<file path="src/rtl/i2cms_pkg.sv">
// Shared types and codes for the I2C master event sequencer.
// No dependencies; imported by every module of the block.
package i2cms_pkg;

   // Configuration register indexes
   localparam logic [1:0] CSR_ADDRESS_WORD    = 2'd0;
   localparam logic [1:0] CSR_TEN_BIT_MODE    = 2'd1;
   localparam logic [1:0] CSR_READ_DIRECTION  = 2'd2;
   localparam logic [1:0] CSR_TRANSFER_LENGTH = 2'd3;

   localparam int CSR_INDEX_WIDTH = 2;
   localparam int CSR_DATA_WIDTH  = 16;

   // tx_kind codes
   localparam logic [1:0] TX_NONE   = 2'd0;
   localparam logic [1:0] TX_BUFFER = 2'd1;
   localparam logic [1:0] TX_VALUE  = 2'd2;

   // ack_change codes
   localparam logic [1:0] ACK_KEEP = 2'd0;
   localparam logic [1:0] ACK_ON   = 2'd1;
   localparam logic [1:0] ACK_OFF  = 2'd2;

   localparam logic [7:0] ADDR_MASK  = 8'hFE;
   localparam logic [7:0] COUNT_MAX  = 8'hFF;
   localparam logic [7:0] LENGTH_RST = 8'd1;

   // Data phase, one-hot
   typedef enum logic [2:0] {
      PHASE_IDLE = 3'b001,
      PHASE_SEND = 3'b010,
      PHASE_RECV = 3'b100
   } phase_type;

   typedef struct packed {
      logic [15:0] address_word;
      logic        ten_bit_mode;
      logic        read_direction;
      logic [7:0]  transfer_length;
   } cfg_type;

   typedef struct packed {
      logic       start_sent;
      logic       header_sent;
      logic       address_done;
      logic       is_transmitter;
      logic       tx_empty;
      logic       byte_finished;
      logic       rx_not_empty;
      logic [7:0] rx_byte;
      logic       bus_error;
      logic       ack_failure;
      logic       arbitration_lost;
   } req_type;

   typedef struct packed {
      logic [1:0] tx_kind;
      logic [7:0] tx_value;
      logic       make_start;
      logic       make_stop;
      logic [1:0] ack_change;
      logic       store_rx;
      logic [7:0] rx_data;
      logic [7:0] buffer_index;
      logic       read_complete;
      logic       error_seen;
   } rsp_type;

endpackage

</file>
<file path="src/rtl/i2c_master_event_sequencer.sv">
// I2C master event sequencer, top level: input register, decision logic, result register.
// A status beat is taken into the input register; its result is then held in the result register.
// Throughput: one beat per cycle while the result side does not stall; the decision is one pass through the core logic.
// A stalled result holds the result register and then the input register.
// Reset (synchronous, active high) clears both valid flags, the transfer state
// and the configuration registers (transfer length back to 1).
module i2c_master_event_sequencer (
   input  logic                                  clock,
   input  logic                                  reset,
   input  logic                                  req_valid,
   output logic                                  req_stall,
   input  i2cms_pkg::req_type                    req_data,
   output logic                                  rsp_valid,
   input  logic                                  rsp_stall,
   output i2cms_pkg::rsp_type                    rsp_data,
   input  logic                                  csr_write,
   input  logic [i2cms_pkg::CSR_INDEX_WIDTH-1:0] csr_index,
   input  logic [i2cms_pkg::CSR_DATA_WIDTH-1:0]  csr_wdata
);
   import i2cms_pkg::*;

   logic    in_valid_ff;
   req_type in_data_ff;
   logic    out_valid_ff;
   rsp_type out_data_ff;
   cfg_type cfg;
   rsp_type core_rsp;
   logic    out_free;
   logic    core_fire;
   logic    req_fire;

   // Handshake: input register drains into the result register when it is free
   assign out_free  = !out_valid_ff || !rsp_stall;
   assign core_fire = in_valid_ff && out_free;
   assign req_stall = in_valid_ff && !out_free;
   assign req_fire  = req_valid && !req_stall;

   i2cms_csr u_csr (
      .clock     (clock),
      .reset     (reset),
      .csr_write (csr_write),
      .csr_index (csr_index),
      .csr_wdata (csr_wdata),
      .cfg_o     (cfg)
   );

   i2cms_core u_core (
      .clock  (clock),
      .reset  (reset),
      .fire_i (core_fire),
      .req_i  (in_data_ff),
      .cfg_i  (cfg),
      .rsp_o  (core_rsp)
   );

   // Input register
   always_ff @(posedge clock) begin
      if (reset) begin
         in_valid_ff <= 1'b0;
      end else if (req_fire) begin
         in_valid_ff <= 1'b1;
      end else if (core_fire) begin
         in_valid_ff <= 1'b0;
      end
   end

   always_ff @(posedge clock) begin
      if (req_fire) begin
         in_data_ff <= req_data;
      end
   end

   // Result register
   always_ff @(posedge clock) begin
      if (reset) begin
         out_valid_ff <= 1'b0;
      end else if (core_fire) begin
         out_valid_ff <= 1'b1;
      end else if (!rsp_stall) begin
         out_valid_ff <= 1'b0;
      end
   end

   always_ff @(posedge clock) begin
      if (core_fire) begin
         out_data_ff <= core_rsp;
      end
   end

   assign rsp_valid = out_valid_ff;
   assign rsp_data  = out_data_ff;

   // a held beat stays in the input register until it moves on
   a_in_hold: assert property (@(posedge clock) disable iff (reset)
      in_valid_ff && !core_fire |=> in_valid_ff)
      else $error("input beat lost while waiting");

   // every beat leaving the input register shows up as a result
   a_core_to_out: assert property (@(posedge clock) disable iff (reset)
      core_fire |=> out_valid_ff)
      else $error("processed beat did not reach result register");

   // a new beat is taken only when the input register frees or is empty
   a_no_overwrite: assert property (@(posedge clock) disable iff (reset)
      req_fire |-> !in_valid_ff || core_fire)
      else $error("input register overwritten");

endmodule

</file>
<file path="src/rtl/i2cms_csr.sv">
// Configuration registers of the sequencer: address, mode, direction, length.
// Depends on i2cms_pkg.
module i2cms_csr (
   input  logic                                  clock,
   input  logic                                  reset,
   input  logic                                  csr_write,
   input  logic [i2cms_pkg::CSR_INDEX_WIDTH-1:0] csr_index,
   input  logic [i2cms_pkg::CSR_DATA_WIDTH-1:0]  csr_wdata,
   output i2cms_pkg::cfg_type                    cfg_o
);
   import i2cms_pkg::*;

   cfg_type cfg_ff, cfg_in;

   // Register write decode
   always_comb begin
      cfg_in = cfg_ff;
      if (csr_write) begin
         case (csr_index)
            CSR_ADDRESS_WORD:    cfg_in.address_word    = csr_wdata;
            CSR_TEN_BIT_MODE:    cfg_in.ten_bit_mode    = csr_wdata[0];
            CSR_READ_DIRECTION:  cfg_in.read_direction  = csr_wdata[0];
            CSR_TRANSFER_LENGTH: cfg_in.transfer_length = csr_wdata[7:0];
            default:             cfg_in = cfg_ff;
         endcase
      end
   end

   always_ff @(posedge clock) begin
      if (reset) begin
         cfg_ff.address_word    <= '0;
         cfg_ff.ten_bit_mode    <= 1'b0;
         cfg_ff.read_direction  <= 1'b0;
         cfg_ff.transfer_length <= LENGTH_RST;
      end else begin
         cfg_ff <= cfg_in;
      end
   end

   assign cfg_o = cfg_ff;

endmodule

</file>
<file path="src/rtl/i2cms_core.sv">
// Transfer state and per-event decision logic of the sequencer.
// Depends on i2cms_pkg; state advances on each beat handed to it.
module i2cms_core (
   input  logic               clock,
   input  logic               reset,
   input  logic               fire_i,
   input  i2cms_pkg::req_type req_i,
   input  i2cms_pkg::cfg_type cfg_i,
   output i2cms_pkg::rsp_type rsp_o
);
   import i2cms_pkg::*;

   logic [7:0] sent_count_ff, sent_count_in;
   logic [7:0] received_count_ff, received_count_in;
   phase_type  phase_ff, phase_in;
   logic       pending_ff, pending_in;

   logic [7:0] hdr;
   logic [7:0] low;
   logic [7:0] len;
   logic [7:0] cnt_old;
   logic [7:0] cnt_nxt;
   logic [8:0] cnt_nxt_plus;
   phase_type  phase_mid;
   logic       any_error;
   rsp_type    r;

   assign hdr          = cfg_i.address_word[15:8];
   assign low          = cfg_i.address_word[7:0] & ADDR_MASK;
   assign len          = cfg_i.transfer_length;
   assign any_error    = req_i.bus_error | req_i.ack_failure | req_i.arbitration_lost;

   // Decision logic for one status snapshot
   always_comb begin
      r                 = '0;
      sent_count_in     = sent_count_ff;
      received_count_in = received_count_ff;
      phase_mid         = phase_ff;
      pending_in        = pending_ff;

      // address phase: start, then header, then address done
      if (req_i.start_sent) begin
         r.tx_kind = TX_VALUE;
         if (cfg_i.ten_bit_mode) begin
            if (cfg_i.read_direction && pending_ff)
               r.tx_value = (hdr & ADDR_MASK) | 8'd1;
            else
               r.tx_value = hdr;
         end else begin
            r.tx_value = low | {7'd0, cfg_i.read_direction};
         end
      end
      if (req_i.header_sent) begin
         r.tx_kind  = TX_VALUE;
         r.tx_value = low;
      end
      if (req_i.address_done) begin
         if (cfg_i.ten_bit_mode && cfg_i.read_direction && !pending_ff) begin
            r.make_start = 1'b1;
            pending_in   = 1'b1;
         end else begin
            phase_mid  = req_i.is_transmitter ? PHASE_SEND : PHASE_RECV;
            pending_in = 1'b0;
         end
      end

      phase_in = phase_mid;

      // byte counter of the active direction, saturating
      cnt_old      = (phase_mid == PHASE_SEND) ? sent_count_ff : received_count_ff;
      cnt_nxt      = (cnt_old < COUNT_MAX) ? cnt_old + 8'd1 : COUNT_MAX;
      cnt_nxt_plus = {1'b0, cnt_nxt} + 9'd1;

      // data phase
      case (phase_mid)
         PHASE_SEND: begin
            if (req_i.tx_empty) begin
               sent_count_in = cnt_nxt;
               if (cnt_old < len) begin
                  r.tx_kind      = TX_BUFFER;
                  r.tx_value     = 8'd0;
                  r.buffer_index = cnt_old;
               end
               if (cnt_nxt >= len && req_i.byte_finished) begin
                  sent_count_in = 8'd0;
                  phase_in      = PHASE_IDLE;
                  r.make_stop   = 1'b1;
               end
            end
         end
         PHASE_RECV: begin
            if (req_i.rx_not_empty) begin
               received_count_in = cnt_nxt;
               if (cnt_old < len) begin
                  r.store_rx     = 1'b1;
                  r.rx_data      = req_i.rx_byte;
                  r.buffer_index = cnt_old;
               end
               if (cnt_nxt >= len) begin
                  r.read_complete   = 1'b1;
                  received_count_in = 8'd0;
                  phase_in          = PHASE_IDLE;
                  r.ack_change      = ACK_ON;
               end else if (cnt_nxt_plus >= {1'b0, len}) begin
                  r.ack_change = ACK_OFF;
                  r.make_stop  = 1'b1;
               end
            end
         end
         default: ;
      endcase

      // error flags reset the transfer
      if (any_error) begin
         if (req_i.bus_error || req_i.ack_failure)
            r.make_stop = 1'b1;
         sent_count_in     = 8'd0;
         received_count_in = 8'd0;
         phase_in          = PHASE_IDLE;
         pending_in        = 1'b0;
         r.read_complete   = 1'b0;
         r.error_seen      = 1'b1;
      end
   end

   always_ff @(posedge clock) begin
      if (reset) begin
         sent_count_ff     <= 8'd0;
         received_count_ff <= 8'd0;
         phase_ff          <= PHASE_IDLE;
         pending_ff        <= 1'b0;
      end else if (fire_i) begin
         sent_count_ff     <= sent_count_in;
         received_count_ff <= received_count_in;
         phase_ff          <= phase_in;
         pending_ff        <= pending_in;
      end
   end

   assign rsp_o = r;

   // an error beat leaves a clean idle transfer
   a_error_clears: assert property (@(posedge clock) disable iff (reset)
      fire_i && any_error |=> phase_ff == PHASE_IDLE && sent_count_ff == 8'd0
         && received_count_ff == 8'd0 && !pending_ff)
      else $error("error beat did not clear transfer state");

   // read completion returns to idle
   a_complete_idle: assert property (@(posedge clock) disable iff (reset)
      fire_i && r.read_complete |=> phase_ff == PHASE_IDLE && received_count_ff == 8'd0)
      else $error("read completion left data phase active");

   // repeated start request arms the read header
   a_start_pending: assert property (@(posedge clock) disable iff (reset)
      fire_i && r.make_start && !any_error |=> pending_ff)
      else $error("repeated start without pending read header");

endmodule

</file>
<file path="config.mk">
export PLATFORM = sky130hd
export DESIGN_NAME = i2c_master_event_sequencer
export DESIGN_NICKNAME = d
export VERILOG_FILES = /design/src/rtl/i2cms_pkg.sv /design/src/rtl/i2c_master_event_sequencer.sv /design/src/rtl/i2cms_csr.sv /design/src/rtl/i2cms_core.sv
export SDC_FILE = /design/constraint.sdc
export NUM_CORES = 1
export LEC_CHECK = 0
export BUFFER_PORTS_ARGS = -buffer_cell sky130_fd_sc_hd__buf_4
export CAP_MARGIN = 30
export CORE_AREA = 3 3 123 125
export DETAILED_ROUTE_END_ITERATION = 7
export DIE_AREA = 0 0 126 128
export PLACE_DENSITY_LB_ADDON = 0.25
export SLEW_MARGIN = 20
export SYNTH_ARGS = -nofsm -noshare
export SYNTH_HDL_FRONTEND = slang
export SYNTH_SLANG_ARGS = --single-unit
export TNS_END_PERCENT = 100
</file>
<file path="constraint.sdc">
create_clock -name clock -period 7.75 [get_ports clock]
set_input_delay 1.9375 -clock clock [delete_from_list [all_inputs] [get_ports clock]]
set_output_delay 1.9375 -clock clock [all_outputs]
set_load 0.005 [all_outputs]
</file>
==> run_summary.xml <==
<?xml version="1.0" encoding="UTF-8"?>
<metrics>
  <group name="pwr">
    <metric name="power.leakage" unit="nW">2.30</metric>
    <metric name="irDropWorstVdd" unit="mV">0.118</metric>
    <metric name="powerDensity" unit="nW/um^2">187</metric>
  </group>
  <group name="cts">
    <metric name="clk_root_buffer_cell" unit="">sky130_fd_sc_hd__clkbuf_16</metric>
    <metric name="cts_setup_buffers" unit="">0</metric>
    <metric name="clk_latency_worst_skew_pair" unit="ps">350</metric>
    <metric name="numCtsBuffers" unit="">9</metric>
    <metric name="cts_resized" unit="">0</metric>
    <metric name="ctsLongestPathBuffers" unit="">2</metric>
    <metric name="cts_sinks" unit="">98</metric>
    <metric name="clock_slew_at_the_register_clock_pins_of_the_worst_setup_and_hold_paths" unit="ps">60</metric>
    <metric name="htreeDepth" unit="">3</metric>
    <metric name="cts-hold-fix-buffers" unit="">0</metric>
    <metric name="cts_tree" unit="">yes</metric>
  </group>
  <group name="yosys">
    <metric name="ys_dominant_reg_cell" unit="">sky130_fd_sc_hd__edfxtp_1</metric>
    <metric name="synth_top_area_cell" unit="">sky130_fd_sc_hd__edfxtp_1</metric>
    <metric name="yosys.area.top_type_share" unit="">0.312</metric>
    <metric name="ys_seq_area_frac" unit="">0.504</metric>
    <metric name="postSynthRegisterBits" unit="">98</metric>
    <metric name="syn-num-nets" unit="">537</metric>
    <metric name="post_synth_inst_count" unit="">474</metric>
    <metric name="synth.yosys.warnings" unit="">0</metric>
    <metric name="synth_edf_count" unit="">51</metric>
    <metric name="post_synth_instance_area" unit="um^2">4910</metric>
    <metric name="async_flop_share" unit="">0</metric>
    <metric name="syn_avg_cell_area" unit="um^2">10.4</metric>
    <metric name="yosys-top-cells-area" unit="">sky130_fd_sc_hd__edfxtp_1 31%, sky130_fd_sc_hd__dfxtp_1 19%, sky130_fd_sc_hd__ha_1 5.6%, sky130_fd_sc_hd__nand2_1 5.2%, sky130_fd_sc_hd__a21oi_1 3.8%</metric>
    <metric name="post_synth_num_cell_types" unit="">65</metric>
  </group>
  <group name="floorplan">
    <metric name="floorplan.die_area" unit="um^2">16100</metric>
    <metric name="dieHeight" unit="um">128</metric>
    <metric name="rows" unit="">43</metric>
    <metric name="design.core.area" unit="um^2">14000</metric>
    <metric name="num_io_pins" unit="">76</metric>
    <metric name="chipWidth" unit="um">126</metric>
    <metric name="initial_core_utilization" unit="">0.351</metric>
  </group>
  <group name="setup_path">
    <metric name="critical_path_end_type" unit="">output pin</metric>
    <metric name="r2r_cells" unit="">11</metric>
    <metric name="r2r-start" unit="">u_csr.cfg_o[9]</metric>
    <metric name="cp-endpoint" unit="">req_stall</metric>
    <metric name="timing.critical_path.arrival" unit="ps">2390</metric>
    <metric name="kind_of_critical_path" unit="">primary input to output pin</metric>
    <metric name="worst_ep_required_time" unit="ps">5810</metric>
    <metric name="startpoint" unit="">rsp_stall</metric>
    <metric name="maximum_fanout_along_the_worst_path" unit="">3</metric>
    <metric name="r2r_end" unit="">u_core.sent_count_ff[7]</metric>
    <metric name="critPathLaunchType" unit="">primary input</metric>
    <metric name="r2r_slack" unit="ps">3720</metric>
  </group>
  <group name="route">
    <metric name="antenna_left" unit="">0</metric>
    <metric name="drc" unit="">0</metric>
    <metric name="routed_wl" unit="um">11600</metric>
    <metric name="drt-vias-per-instance" unit="">5.21</metric>
    <metric name="firstDrtPassIters" unit="">4</metric>
    <metric name="drt-wirelength-per-cell" unit="um">15.9</metric>
    <metric name="drtIter0Drc" unit="">304</metric>
    <metric name="route.vias.total" unit="">3818</metric>
  </group>
  <group name="timing">
    <metric name="final-max-slew-violation-count" unit="">0</metric>
    <metric name="period_needed" unit="ps">4330</metric>
    <metric name="worst-slew-pin-transition" unit="ps">839</metric>
    <metric name="final_setup_violation_count" unit="">0</metric>
    <metric name="final-hold-violation-count" unit="">0</metric>
    <metric name="rsz_0062_raised_after_global_routing" unit="">no</metric>
    <metric name="fin_worst_skew" unit="ps">4.69</metric>
    <metric name="timing.slew.headroom" unit="">0.436</metric>
    <metric name="clock.fmax" unit="MHz">231</metric>
    <metric name="setup-tns-final" unit="ps">0</metric>
    <metric name="finalCritPeriodShare" unit="">0.558</metric>
  </group>
  <group name="final_layout">
    <metric name="fillCellCount" unit="">1378</metric>
    <metric name="area_delta_synth_final" unit="%">21.0</metric>
    <metric name="final_cell_area" unit="um^2">5940</metric>
    <metric name="num-nets-final" unit="">611</metric>
    <metric name="ant_diodes" unit="">0</metric>
    <metric name="layout-drive-gt1-share" unit="">0.221</metric>
  </group>
  <group name="global_routing">
    <metric name="gr-total-overflow" unit="">0</metric>
    <metric name="grt_antenna_before_repair" unit="">0</metric>
    <metric name="grtUsageTotal" unit="">0.148</metric>
    <metric name="global_route_wire_length_before_repair" unit="um">19200</metric>
    <metric name="grt_max_degree" unit="">52</metric>
    <metric name="grt_pass1_vias" unit="">3824</metric>
  </group>
  <group name="run">
    <metric name="max_cap_violations" unit="">0</metric>
  </group>
  <group name="run_status">
    <metric name="result_of_the_run" unit="">complete, no violations</metric>
  </group>
  <group name="placement">
    <metric name="detailed_place_hpwl" unit="um">8860</metric>
    <metric name="port_buffers" unit="">75</metric>
    <metric name="place_congestion" unit="">0.870</metric>
    <metric name="place_area" unit="um^2">5650</metric>
  </group>
  <group name="worst_hold_path">
    <metric name="holdCritStartpoint" unit="">u_csr.cfg_o[2]</metric>
    <metric name="path_category_of_the_worst_min_delay_check" unit="">register to register</metric>
  </group>
</metrics>
flip-flops by register name (all words and copies together) (netlist names):
signal and flops:
in_data_ff 18, in_valid_ff 1, rsp_data 33, rsp_valid 1, u_core.pending_ff 1, u_core.phase_ff 3
u_core.received_count_ff 8, u_core.sent_count_ff 8, u_csr.cfg_o 25
Yosys cell counts, types with 3 or more instances:
| master | count |
|---|---|
| sky130_fd_sc_hd__nand2_1 | 68 |
| sky130_fd_sc_hd__edfxtp_1 | 51 |
| sky130_fd_sc_hd__dfxtp_1 | 47 |
| sky130_fd_sc_hd__nor2_1 | 38 |
| sky130_fd_sc_hd__a21oi_1 | 37 |
| sky130_fd_sc_hd__ha_1 | 22 |
| sky130_fd_sc_hd__a22oi_1 | 20 |
| sky130_fd_sc_hd__inv_1 | 17 |
| sky130_fd_sc_hd__o21ai_0 | 12 |
| sky130_fd_sc_hd__and2_1 | 11 |
| sky130_fd_sc_hd__clkbuf_1 | 10 |
| sky130_fd_sc_hd__nand3_1 | 9 |
| sky130_fd_sc_hd__mux2_2 | 8 |
| sky130_fd_sc_hd__nand4_1 | 8 |
| sky130_fd_sc_hd__o21ai_1 | 8 |
| sky130_fd_sc_hd__a21o_1 | 7 |
| sky130_fd_sc_hd__a31oi_1 | 7 |
| sky130_fd_sc_hd__nor3_1 | 7 |
| sky130_fd_sc_hd__nor3b_1 | 7 |
| sky130_fd_sc_hd__mux2i_1 | 6 |
| sky130_fd_sc_hd__nand2b_1 | 6 |
| sky130_fd_sc_hd__and3_1 | 4 |
| sky130_fd_sc_hd__nand3b_1 | 4 |
| sky130_fd_sc_hd__xnor2_1 | 4 |
| sky130_fd_sc_hd__a2111oi_2 | 3 |
metrics by stage:
| step | hold slack, ps | util | power (mW) | std cells | worst slack, ps |
|---|---|---|---|---|---|
| finish | 456 | 0.425 | 1.11 | 733 | 3420 |
| CTS | 459 | 0.425 | 1.13 | 733 | 3410 |
| floorplan | 436 | - | 0.634 | 474 | 3690 |
| global placement | 445 | 0.404 | 0.677 | 717 | 3430 |
| global route | 478 | 0.425 | 1.15 | 733 | 3270 |
| detailed placement | 450 | 0.404 | 0.680 | 717 | 3420 |
worst max-delay path, cell delays in order:
cell,delay (ps)
sky130_fd_sc_hd__buf_4,110
sky130_fd_sc_hd__and3_1,200
sky130_fd_sc_hd__buf_4,140
kinds of logic after synthesis:
| family | count (synthesis) | synth area share |
|---|---|---|
| and+or+nand+nor | 182 | 0.191 |
| AOI/OAI and AO/OA | 119 | 0.175 |
| DFF | 98 | 0.504 |
| buffers and inverters | 32 | 0.0283 |
| adders and majority gates | 22 | 0.0561 |
| muxes | 15 | 0.0352 |
| xor gates and xnor gates | 6 | 0.0107 |
report_power, final:
| group | total, mW | internal (mW) | switching [mW] | leakage [nW] |
|---|---|---|---|---|
| clock | 0.444 | 0.251 | 0.193 | 0.135 |
| combinational | 0.0946 | 0.0405 | 0.0541 | 1.29 |
| sequential | 0.572 | 0.564 | 0.00847 | 0.874 |
final cells by class:
type,instances,area (um^2),area share
Clock inverter,6,66.3,0.0112
Timing Repair Buffer,78,586,0.0986
Sequential cell,98,2470,0.416
Multi-Input combinational cell,344,2300,0.387
Tap cell,180,225,0.0379
Clock buffer,10,229,0.0385
Inverter,17,63.8,0.0107
worst min-delay path by stage:
stage | cells past startpoint | endpoint
after floorplan | 2 | u_csr.cfg_o[19]
after global placement | 2 | u_csr.cfg_o[21]
after detailed placement | 2 | u_csr.cfg_o[1]
after CTS | 2 | u_csr.cfg_o[1]
after global routing | 2 | u_csr.cfg_o[1]
final | 2 | u_csr.cfg_o[2]
cell usage in the layout, fill, tap and decap left out, drive strengths merged, types with 2 or more instances in the layout:
master / n
dfxtp: 47
inv: 18
a22oi: 20
and2: 11
buf: 78
nand3b: 5
o21a: 2
clkbuf: 10
nand2: 68
a21boi: 2
nand3: 9
mux2: 8
nor3: 9
nand2b: 6
or3: 2
a21oi: 37
a2111oi: 5
a311oi: 2
a21o: 7
o21ai: 21
xnor2: 4
a31oi: 7
xor2: 2
nand4b: 2
nor2: 39
a211oi: 4
ha: 22
mux2i: 7
and3: 5
o211ai: 2
edfxtp: 51
and3b: 2
nand4: 8
and4: 2
clkinvlp: 3
nor3b: 8
or2: 4
layer usage:
| layer | wire length, um | vias up | GRT usage |
|---|---|---|---|
| li1 | - | 1894 | - |
| met1 | 5120 | 1814 | 0.190 |
| met2 | 5690 | 91 | 0.244 |
| met3 | 596 | 19 | 0.0354 |
| met4 | 233 | 0 | 0.0555 |
| met5 | 0 | - | 0 |
Note: power is estimated with default switching activity, not from simulation.
